File: src/sv/mac_txt_pkg.sv
// Types and constants of the MAC address text parser.
`timescale 1ns / 1ps
package mac_txt_pkg;

  localparam logic [7:0] CH_COLON  = 8'h3A;
  localparam logic [7:0] CH_HYPHEN = 8'h2D;

  localparam logic [3:0] TOKEN_SAT      = 4'd13;
  localparam logic [3:0] COMPACT_DIGITS = 4'd12;
  localparam logic [3:0] OCTET_DIGITS   = 4'd2;
  localparam logic [2:0] LAST_OCTET     = 3'd5;
  localparam logic [2:0] OCTET_COUNT    = 3'd6;

  localparam int unsigned MAC_W  = 48;
  localparam int unsigned STAT_W = 3;
  localparam int unsigned OUT_W  = 56;

  typedef enum logic [1:0] {
    SEP_NONE   = 2'd0,
    SEP_COLON  = 2'd1,
    SEP_HYPHEN = 2'd2
  } sep_mode_t;

  typedef enum logic [2:0] {
    ST_OK        = 3'd0,
    ST_MIXED     = 3'd1,
    ST_COMPACT   = 3'd2,
    ST_BAD_HEX   = 3'd3,
    ST_OCTET_LEN = 3'd4,
    ST_TOO_FEW   = 3'd5,
    ST_TOO_MANY  = 3'd6
  } status_t;

endpackage

File: src/sv/mac_address_text_parser_core.sv
// MAC address text parser: characters in, 48-bit address and status out.
// Result: registered; it appears in the cycle after the end-of-text transaction.
// Throughput: one character per cycle while the result register is free or draining;
// every transaction updates the token state in a single pass, and one output register separates the two sides.
// Reset (rst, synchronous, active high) clears the parse state and drops any
// pending result.
`timescale 1ns / 1ps
module mac_address_text_parser_core (
  input  logic                          clk,
  input  logic                          rst,
  input  logic                          s_tvalid,
  output logic                          s_tready,
  input  logic [7:0]                    s_tdata,  // [7:0] ch
  input  logic                          s_tlast,  // end_of_text
  output logic                          m_tvalid,
  input  logic                          m_tready,
  output logic [mac_txt_pkg::OUT_W-1:0] m_tdata   // [47:0] mac_value, [50:48] status
);
  import mac_txt_pkg::*;

  // Parse state
  sep_mode_t         sep_mode, sep_mode_next;
  logic              mixed_seen, mixed_seen_next;
  logic [3:0]        token_chars, token_chars_next;
  logic              token_bad_hex, token_bad_hex_next;
  logic [2:0]        octet_index, octet_index_next;
  status_t           first_error, first_error_next;
  logic [MAC_W-1:0]  address_shift, address_shift_next;

  // Result register
  logic              out_valid;
  logic [MAC_W-1:0]  out_mac;
  status_t           out_status;

  logic              in_xfer;
  logic              is_sep;
  logic              is_hex;
  logic [3:0]        nibble;
  sep_mode_t         sep_kind;
  status_t           end_status;

  // Error for a token that has just closed; only the first error is kept.
  function automatic status_t close_status(status_t err, logic [3:0] tc, logic bad,
                                           logic [2:0] oi, logic by_sep);
    status_t r;
    r = err;
    if (err == ST_OK) begin
      if (tc != OCTET_DIGITS) r = ST_OCTET_LEN;
      else if (bad) r = ST_BAD_HEX;
      else if (!by_sep && oi < LAST_OCTET) r = ST_TOO_FEW;
      else if (by_sep && oi >= LAST_OCTET) r = ST_TOO_MANY;
    end
    return r;
  endfunction

  // Accept a new transaction whenever the result register is free or draining.
  assign s_tready = !out_valid || m_tready;
  assign in_xfer  = s_tvalid && s_tready;

  // Character classification
  assign is_sep   = (s_tdata == CH_COLON) || (s_tdata == CH_HYPHEN);
  assign sep_kind = (s_tdata == CH_COLON) ? SEP_COLON : SEP_HYPHEN;

  always_comb begin
    case (s_tdata) inside
      [8'h30:8'h39], [8'h41:8'h46], [8'h61:8'h66]: is_hex = 1'b1;
      default: is_hex = 1'b0;
    endcase
  end

  // Letters share their low nibble offset: 'a'/'A' have 1 in the low bits.
  assign nibble = !is_hex ? 4'd0 : (s_tdata[6] ? s_tdata[3:0] + 4'd9 : s_tdata[3:0]);

  // Status for the end of text; mixed separators beat every other error.
  always_comb begin
    if (mixed_seen) begin
      end_status = ST_MIXED;
    end else if (sep_mode == SEP_NONE) begin
      if (token_chars != COMPACT_DIGITS) end_status = ST_COMPACT;
      else if (token_bad_hex) end_status = ST_BAD_HEX;
      else end_status = ST_OK;
    end else begin
      end_status = close_status(first_error, token_chars, token_bad_hex, octet_index, 1'b0);
    end
  end

  // Next parse state
  always_comb begin
    sep_mode_next      = sep_mode;
    mixed_seen_next    = mixed_seen;
    token_chars_next   = token_chars;
    token_bad_hex_next = token_bad_hex;
    octet_index_next   = octet_index;
    first_error_next   = first_error;
    address_shift_next = address_shift;
    if (s_tlast) begin
      // End of text: return to the reset state.
      sep_mode_next      = SEP_NONE;
      mixed_seen_next    = 1'b0;
      token_chars_next   = '0;
      token_bad_hex_next = 1'b0;
      octet_index_next   = '0;
      first_error_next   = ST_OK;
      address_shift_next = '0;
    end else if (is_sep) begin
      if (sep_mode == SEP_NONE) sep_mode_next = sep_kind;
      else if (sep_mode != sep_kind) mixed_seen_next = 1'b1;
      first_error_next = close_status(first_error, token_chars, token_bad_hex,
                                      octet_index, 1'b1);
      if (octet_index < OCTET_COUNT) octet_index_next = octet_index + 3'd1;
      token_chars_next   = '0;
      token_bad_hex_next = 1'b0;
    end else begin
      if (!is_hex) token_bad_hex_next = 1'b1;
      if (token_chars < TOKEN_SAT) token_chars_next = token_chars + 4'd1;
      address_shift_next = {address_shift[MAC_W-5:0], nibble};
    end
  end

  always_ff @(posedge clk) begin
    if (rst) begin
      sep_mode      <= SEP_NONE;
      mixed_seen    <= 1'b0;
      token_chars   <= '0;
      token_bad_hex <= 1'b0;
      octet_index   <= '0;
      first_error   <= ST_OK;
      address_shift <= '0;
    end else if (in_xfer) begin
      sep_mode      <= sep_mode_next;
      mixed_seen    <= mixed_seen_next;
      token_chars   <= token_chars_next;
      token_bad_hex <= token_bad_hex_next;
      octet_index   <= octet_index_next;
      first_error   <= first_error_next;
      address_shift <= address_shift_next;
    end
  end

  // Result register: load on the end transaction, drop once taken.
  always_ff @(posedge clk) begin
    if (rst) begin
      out_valid <= 1'b0;
    end else if (in_xfer && s_tlast) begin
      out_valid <= 1'b1;
    end else if (m_tready) begin
      out_valid <= 1'b0;
    end
  end

  always_ff @(posedge clk) begin
    if (in_xfer && s_tlast) begin
      out_status <= end_status;
      out_mac    <= (end_status == ST_OK) ? address_shift : '0;
    end
  end

  assign m_tvalid = out_valid;
  assign m_tdata  = {{(OUT_W - MAC_W - STAT_W){1'b0}}, out_status, out_mac};

endmodule

File: config.mk
export PLATFORM = sky130hd
export DESIGN_NAME = mac_address_text_parser_core
export DESIGN_NICKNAME = d
export VERILOG_FILES = /design/src/sv/mac_txt_pkg.sv /design/src/sv/mac_address_text_parser_core.sv
export SDC_FILE = /design/constraint.sdc
export NUM_CORES = 1
export LEC_CHECK = 0
export BUFFER_PORTS_ARGS = -buffer_cell sky130_fd_sc_hd__buf_4
export CELL_PAD_IN_SITES_DETAIL_PLACEMENT = 0
export CELL_PAD_IN_SITES_GLOBAL_PLACEMENT = 1
export CORE_MARGIN = 10
export CORE_UTILIZATION = 36
export DETAILED_ROUTE_END_ITERATION = 7
export PLACE_DENSITY_LB_ADDON = 0.1
export SLEW_MARGIN = 20
export SYNTH_ARGS = -nofsm -noshare
export SYNTH_HDL_FRONTEND = slang
export SYNTH_SLANG_ARGS = --single-unit
File: constraint.sdc
create_clock -name clk -period 2.6 [get_ports clk]
set_input_delay 0.13 -clock clk [delete_from_list [all_inputs] [get_ports clk]]
set_output_delay 0.13 -clock clk [all_outputs]
set_load 0.02 [all_outputs]
=== Word-level counts from Yosys, hierarchy flattened ===
Cells that the tools add are included.

* Word-level logic and storage cells: 96
* Input port bits: 13
* Output and inout port bits: 58
* Bits in registers: 114

* Mux-type cells: 38
* Equality and inequality tests: 8
* Add/sub/neg operators: 3
* Order comparisons: 10
* Reductions and logical operators: 27

{| class="wikitable"
|+ Operator list
! cell !! count
|-
| 48-bit two-way mux || 2
|-
| 3-bit two-way mux || 15
|-
| 4-bit two-way mux || 5
|-
| 8-bit by 6-bit == test with 1-bit output (second input constant) || 2
|-
| 8-bit by 7-bit greater-or-equal comparator with 1-bit output (second input constant) || 2
|-
| 8-bit by 7-bit <= comparator with 1-bit output (second input constant) || 2
|-
| 2-bit two-way mux || 6
|-
| 2-bit nonzero test || 6
|-
| 1-bit two-way mux || 10
|-
| 8-bit by 6-bit greater-or-equal comparator with 1-bit output (second input constant) || 1
|-
| 8-bit by 6-bit <= comparator with 1-bit output (second input constant) || 1
|-
| 4-bit AND reduction || 2
|-
| 3-bit logical NOT || 2
|-
| 3-bit less-than comparator (second input constant) || 2
|-
| 2-bit AND reduction || 3
|-
| 3-bit AND reduction || 2
|-
| 1-bit logical AND || 5
|-
| 4-bit by 1-bit adder with 4-bit output (second input constant) || 1
|-
| 4-bit adder (second input constant) || 1
|-
| 4-bit less-than comparator (second input constant) || 1
|-
| 2-bit inequality test (second input constant) || 2
|-
| 4-bit by 2-bit inequality test with 1-bit output (second input constant) || 1
|-
| 4-bit inequality test (second input constant) || 1
|-
| 4-bit nonzero test || 1
|-
| other kinds (9) || 10
|}

=== Longest topological paths before layout ===
Gate-level depths: netlist of the first run.

* Depth after elaboration: 8
* Gate-level depth with buffers: 9
* Mapped depth without buffers: 7

=== Least setup slack after synthesis of the first run ===
No wires, ideal clock.

* Path kind: register to register
* Start: register out_valid (netlist: m_tvalid)
* End: register out_mac[0] (enable)
* Library setup time: 405 ps
* Clock period less this slack: 2342 ps
* Path slack: 258 ps
* Stages on the path, launching flop included: 5
* Arrival: 1937 ps
* Cell sequence: dfxtp_1 nor2b_1 inv_1 nand3_1 inv_1

* Cells in the longest elaborated chain, start to end: 4

{| class="wikitable"
|+ RTL lines
! element !! RTL line !! text
|-
| from (decl) || mac_address_text_parser_core.sv:31 || <nowiki>logic out_valid;</nowiki>
|-
| from (signal assigned) || mac_address_text_parser_core.sv:143 || <nowiki>out_valid <= 1'b0;</nowiki>
|-
| from (signal assigned) || mac_address_text_parser_core.sv:145 || <nowiki>out_valid <= 1'b1;</nowiki>
|-
| from (signal assigned) || mac_address_text_parser_core.sv:147 || <nowiki>out_valid <= 1'b0;</nowiki>
|-
| 1-bit logical NOT || mac_address_text_parser_core.sv:57 || <nowiki>assign s_tready = !out_valid || m_tready;</nowiki>
|-
| 1-bit logical OR || mac_address_text_parser_core.sv:57 ||
|-
| via s_tready || mac_address_text_parser_core.sv:12 || <nowiki>output logic s_tready,</nowiki>
|-
| 1-bit logical AND || mac_address_text_parser_core.sv:58 || <nowiki>assign in_xfer = s_tvalid && s_tready;</nowiki>
|-
| 1-bit logical AND || mac_address_text_parser_core.sv:152 || <nowiki>if (in_xfer && s_tlast) begin</nowiki>
|-
| to (signal assigned) || mac_address_text_parser_core.sv:154 || <nowiki>out_mac <= (end_status == ST_OK) ? address_shift : '0;</nowiki>
|-
| to (decl) || mac_address_text_parser_core.sv:32 || <nowiki>logic [MAC_W-1:0] out_mac;</nowiki>
|}

The timed path passes the listed nets, and every way through them passes these cells.
A chain may end at the register's enable or synchronous reset.

=== Final worst setup path of the first run ===
* Start: register token_chars[0]
* End: register out_mac[2], data pin

* Cells in the longest elaborated chain, start to end: 6
* Elaborated cells between the ends (all ways): 8
* Those cells by class: 2 x eq/ne; 5 x mux; 1 x reduce/logical

{| class="wikitable"
|+ RTL lines
! element !! RTL line !! text
|-
| from (decl) || mac_address_text_parser_core.sv:24 || <nowiki>logic [3:0] token_chars, token_chars_next;</nowiki>
|-
| from (signal assigned) || mac_address_text_parser_core.sv:132 || <nowiki>token_chars <= token_chars_next;</nowiki>
|-
| 4-bit by 2-bit inequality test with 1-bit output || mac_address_text_parser_core.sv:48 || <nowiki>if (tc != OCTET_DIGITS) r = ST_OCTET_LEN;</nowiki>
|-
| 3-bit two-way mux || mac_address_text_parser_core.sv:48 ||
|-
| 3-bit two-way mux || mac_address_text_parser_core.sv:47 || <nowiki>if (err == ST_OK) begin</nowiki>
|-
| 3-bit two-way mux * || mac_address_text_parser_core.sv:78 || <nowiki>end else if (sep_mode == SEP_NONE) begin</nowiki>
|-
| 3-bit two-way mux * || mac_address_text_parser_core.sv:76 || <nowiki>if (mixed_seen) begin</nowiki>
|-
| via end_status[1] || mac_address_text_parser_core.sv:40 || <nowiki>status_t end_status;</nowiki>
|-
| 3-bit logical NOT * || mac_address_text_parser_core.sv:154 ||
|}

Mark *: on every way through the listed nets, which the timed path passes. The rest lies on a longest branch.

==> metrics.csv, run 1 <==
metric,value,unit
vias in the first global route,2950,
crit path max fanout,48,
Synth Area per Inst,12.4,um2
Fin. Hold Viols,0,
Post-Route Setup TNS,0,ps
Synth Cell Area,0.00452,mm2
post-synth top area share,0.339,
final max-slew violation count,0,
global route total overflow,0,
number of synthesis warnings,0,
GRT Total Usage,0.110,
# diodes,0,
RR Endpoint,out_mac[2],
fin crit share,0.878,
min Tclk post-route,2280,ps
worst slew pin tran,548,ps
RSZ-0062 raised after global routing,no,
crit path launch type,register,
CTS Buf Count,17,
Worst Reg-to-Reg Cells,8,
Std-Cell Rows,40,
Setup WS pre-CTS,300,ps
Clock Pin Slew Worst Setup and Hold Paths,50,ps
hold_ws,53.6,ps
Seq cells post-synth,114,
post-synthesis sequential area ratio,0.618,
drt first pass iters,5,
Fill cells,1110,
status,"finished, final reports clean",
hold depth,3,
routed length per instance,15.4,um
max cap viols,0,
final layout net count,459,
Most used DFF post-synth,dfxtp_1,
IO buf count,65,
Post-Syn Instances,363,
clk buf depth,2,
Setup Crit Path Kind,reg -> reg,
drt drc,0,
Post-DP Area,0.00517,mm2
Starting Density,0.371,
# setup viols final,0,
CP endpoint kind,register,
Post-synth EDFFs,51,
"area leader, netlist",edfxtp_1,
Area Overhead vs Synth,28.1,%
crit path buf inv count,2,
via count,2892,
core outline area,0.0122,mm2
Worst Hold Path EP,address_shift[2],
worst reg2reg setup slack,320,ps
Die W,132,um
H-tree Lvls,4,
Tot Pwr,4.51,mW
die area,0.0174,mm2
Post-CTS Resized,0,
CP arrival,2430,ps
max_slew headroom,0.631,
Post-DRT Antenna Nets,0,
"Clk Latency, worst-skew pair",400,ps
crit-path max cell delay,390,ps
Worst R2R Start,token_chars[0],
initial antenna violation count,0,
post-route cell area,0.00578,mm2
CTS tree,yes,
maximum vdd drop,0.353,mV
Pleak,2.27,nW
wire length of the first global-routing pass,15600,um
Area contributors post-synth,"edfxtp_1, dfxtp_1, a22o_1",
Final WS setup,317,ps
Initial DRC Count,200,
slowest CP cell,nor3b_2,
fmax,0.438,GHz
routability cong.,0.758,
largest net degree at the start of global routing,49,
CP top delay family,simple AND/OR/NAND/NOR gates,
HP Class,in -> reg,
hold_sp,s_tdata[2],
Layout Skew,9.95,ps
PwrDens,779,mW/mm2
most common cell in the netlist,dfxtp_1,
Root Driver,clkbuf_16,
library cells used by synthesis,49,
async set-reset flop share out of synthesis,0,
die height,132,um
detailed placement HPWL,6420,um
Critical Path RT,2750,ps
Avg Vias per Cell,4.69,
Commonest cells post-synth,"dfxtp_1, edfxtp_1, and2_1, a22o_1, nand2_1",
# clock sinks,114,
total wire length,9470,um
share of cells above drive strength 1,0.246,
"Critical Path, Cell by Cell",inv_1 > ha_1 > nor3b_2 > a311oi_1 > nor3_2 > nor3_4 > buf_4 > and2_1,
io pins,71,
logic make-up (layout without fill, tap and decap cells):
| kind of cell | count (synthesis) | count (layout) | synth area share |
|---|---|---|---|
| AOI/OAI and AO/OA | 81 | 81 | 0.141 |
| buffers and inverters | 34 | 115 | 0.0393 |
| and+or+nand+nor | 112 | 112 | 0.148 |
| other | 1 | 5 | 0.000830 |
| muxes | 6 | 6 | 0.0136 |
| xor gates and xnor gates | 4 | 4 | 0.00776 |
| DFF | 114 | 114 | 0.618 |
| adders and majority gates | 11 | 11 | 0.0305 |
repair_timing:
item                                   CTS  global route
endpoints found under the hold margin    3             0
hold buffers                             1             0
buffers inserted                         0             0
per-stage QoR:
stage          instances  utilization
3_5_place_dp         583        0.426
4_1_cts              616        0.476
2_1_floorplan        367            -
5_1_grt              616        0.476
3_3_place_gp         583        0.426
6_report             616        0.476
cells in the final DEF (no fill, tap or decap), drive strengths merged, types with 2 or more instances in the layout:
master	count
a21oi	13
a22o	45
a311oi	2
and2	49
buf	70
bufinv	3
clkbuf	22
clkinv	6
conb	5
dfxtp	63
edfxtp	51
ha	11
inv	12
mux2i	5
nand2	19
nand3	4
nand3b	3
nor2	15
nor3	5
nor4	2
o21ai	11
or3	5
or4b	2
xnor2	2
xor2	2
flip-flops by register name (all words and copies together) (netlist names):
name,count
sep_mode,2
out_mac,48
address_shift,48
mixed_seen,1
token_bad_hex,1
octet_index,3
first_error,3
out_status,3
m_tvalid,1
token_chars,4
power by group:
part           switching, mW  total (mW)  internal [mW]
clock network          0.767        2.32           1.55
registers             0.0190        1.92           1.91
logic                  0.170       0.263         0.0930
total                  0.956        4.51           3.55
layer usage:
metal	share of wire	global-route usage
met5	0	0
met4	0.0086	0.0464
met3	0.045	0.0393
met2	0.44	0.156
met1	0.51	0.147
worst min-delay path, delay by kind of cell:
family                    cells  cell delay, ps
buffers and inverters         1             110
AOI/OAI and AO/OA             1             100
xor gates and xnor gates      1              60
area by class of cell:
| class | instances | area [um2] | area share |
|---|---|---|---|
| clock inverter | 10 | 134 | 0.0232 |
| timing repair buffer | 71 | 561 | 0.0969 |
| tap | 168 | 210 | 0.0363 |
| multi-input combinational | 219 | 1580 | 0.273 |
| inverter | 12 | 45.0 | 0.00779 |
| clock buffer | 22 | 464 | 0.0803 |
| sequential | 114 | 2790 | 0.483 |
how the worst max path moves through the flow:
stage                              start     endpoint  cells after the start
after CTS                 token_chars[0]   out_mac[5]                      8
final                     token_chars[0]   out_mac[2]                      8
after floorplan                 m_tvalid   out_mac[0]                      4
after detailed placement  token_chars[0]   out_mac[5]                      8
after global placement    token_chars[0]   out_mac[5]                      8
after global routing      token_chars[0]  out_mac[47]                      8
Note: power is estimated with default switching activity, not from simulation.
==> run 2, diff against run 1 <==
Settings changed: BUFFER_PORTS_ARGS -buffer_cell sky130_fd_sc_hd__buf_4 to not set, DONT_BUFFER_PORTS set to 1.
==> metrics.csv, run 2 (synthesis gave the netlist of run 1 again) <==
metric,value,unit,change
total wire length,9310,um,-1.7%
HP Class,in -> reg,,
initial antenna violation count,0,,unchanged
Avg Vias per Cell,4.83,,+3.0%
Pleak,1.95,nW,-14%
final layout net count,401,,-13%
die area,0.0174,mm2,unchanged
IO buf count,0,,-100%
via count,2697,,-6.7%
GRT Total Usage,0.108,,-0.00250
CP arrival,2540,ps,+110 ps
# diodes,0,,unchanged
final max-slew violation count,0,,unchanged
die height,132,um,unchanged
crit-path max cell delay,380,ps,about the same
routed length per instance,16.7,um,+8.5%
drt first pass iters,4,,-1
status,"finished, final reports clean",,
CP endpoint kind,register,,
Post-CTS Resized,0,,unchanged
"Critical Path, Cell by Cell",inv_1 > ha_1 > nor3b_2 > a211o_1 > a31o_1 > nor3_4 > buf_4 > and2_1,,
Fill cells,1139,,+2.6%
routability cong.,0.758,,+0.11%
Fin. Hold Viols,0,,unchanged
maximum vdd drop,0.384,mV,+8.9%
number of standard cells in the final layout excluding fillers,558,,-9.4%
"commonest non-fill, non-tap cell in the layout",dfxtp_1,,
"Clk Latency, worst-skew pair",410,ps,about the same
RSZ-0062 raised after global routing,no,,
wire length of the first global-routing pass,14800,um,-5.0%
Post-DRT Antenna Nets,0,,unchanged
crit path max fanout,48,,unchanged
Post-DP Area,0.00469,mm2,-9.3%
PwrDens,796,mW/mm2,+2.2%
global route total overflow,0,,unchanged
Starting Density,0.371,,unchanged
Die W,132,um,unchanged
fin crit share,0.873,,-0.00525
Root Driver,clkbuf_16,,
Critical Path RT,2870,ps,+120 ps
io pins,71,,unchanged
Setup Crit Path Kind,reg -> reg,,
Initial DRC Count,136,,-32%
clk buf depth,2,,unchanged
crit path launch type,register,,
detailed placement HPWL,6020,um,-6.3%
Post-Route Setup TNS,0,ps,unchanged
core outline area,0.0122,mm2,unchanged
share of cells above drive strength 1,0.118,,-0.128
Regs by FF count,"address_shift (48), out_mac (48), token_chars (4)",,
H-tree Lvls,4,,unchanged
max cap viols,0,,unchanged
Layout Skew,11.0,ps,+1.09 ps
"commonest cells after routing, fill and taps aside","dfxtp_1, edfxtp_1, and2_1",,
Final WS setup,330,ps,+13.6 ps
# clock sinks,114,,unchanged
Std-Cell Rows,40,,unchanged
slowest CP cell,dfxtp_1,,
Clock Pin Slew Worst Setup and Hold Paths,60,ps,about the same
CTS Buf Count,17,,unchanged
post-route cell area,0.00533,mm2,-7.9%
Inst Count DP,517,,-11%
Setup WS pre-CTS,312,ps,+12.0 ps
Tot Pwr,4.24,mW,-5.9%
min Tclk post-route,2270,ps,-13.6 ps
postcts setup bufs,0,,unchanged
fmax,0.441,GHz,+0.60%
worst slew pin tran,581,ps,+32.8 ps
drt drc,0,,unchanged
# setup viols final,0,,unchanged
max_slew headroom,0.609,,-0.0221
Area Overhead vs Synth,18.0,%,
vias in the first global route,2654,,-10%
CTS tree,yes,,
largest net degree at the start of global routing,49,,unchanged
[run 2: through the flow]
step                      utilization  hold WS, ps
after floorplan                     -          303
after global placement          0.386          201
after detailed placement        0.386          204
after CTS                       0.438         10.5
after global routing            0.438         39.0
final                           0.438         28.3
[run 2: where the power goes]
group          switching, mW  total (mW)  internal (mW)
Clock                  0.800        2.10           1.30
Combinational          0.115       0.173         0.0582
Sequential            0.0587        1.97           1.91
[run 2: final timing paths]
path,startpoint,end,slack (ps),depth (start not counted)
setup / recovery,token_chars[0],out_mac[47],330,8
hold / removal,rst,first_error[2],30,3
setup reg to reg,token_chars[0],out_mac[47],330,8
hold reg to reg,address_shift[0],address_shift[0],460,2
[run 2: worst max-delay path: cells and delay by family (launching register included)]
family / cells / cell delay, ps
buffers and inverters: 2 / 470
flip-flops: 1 / 380
AO/OA/AOI/OAI: 2 / 520
AND/OR/NAND/NOR: 3 / 540
adder cells (fa/ha/maj): 1 / 200
[run 2: metal layers]
| metal | part of all wire | GRT usage | wire, um | vias up |
|---|---|---|---|---|
| met1 | 0.49 | 0.140 | 4590 | 1270 |
| li1 | - | - | - | 1338 |
| met3 | 0.079 | 0.0534 | 737 | 17 |
| met5 | 0 | 0 | 0 | - |
| met2 | 0.41 | 0.146 | 3840 | 72 |
| met4 | 0.015 | 0.0464 | 141 | 0 |
[run 2: layout make-up]
cell class,instances,area (um2),area share
Sequential cell,114,2790,0.524
Multi-Input combinational cell,219,1580,0.296
Clock buffer,18,429,0.0806
Tap cell,168,210,0.0395
Timing Repair Buffer,13,158,0.0296
Clock inverter,14,116,0.0218
Inverter,12,45.0,0.00845
[run 2: repair_timing]
item / CTS / global route
endpoints found under the hold margin: 12 / 0
hold buffers: 9 / 0
setup endpoints to repair: 0 / 0
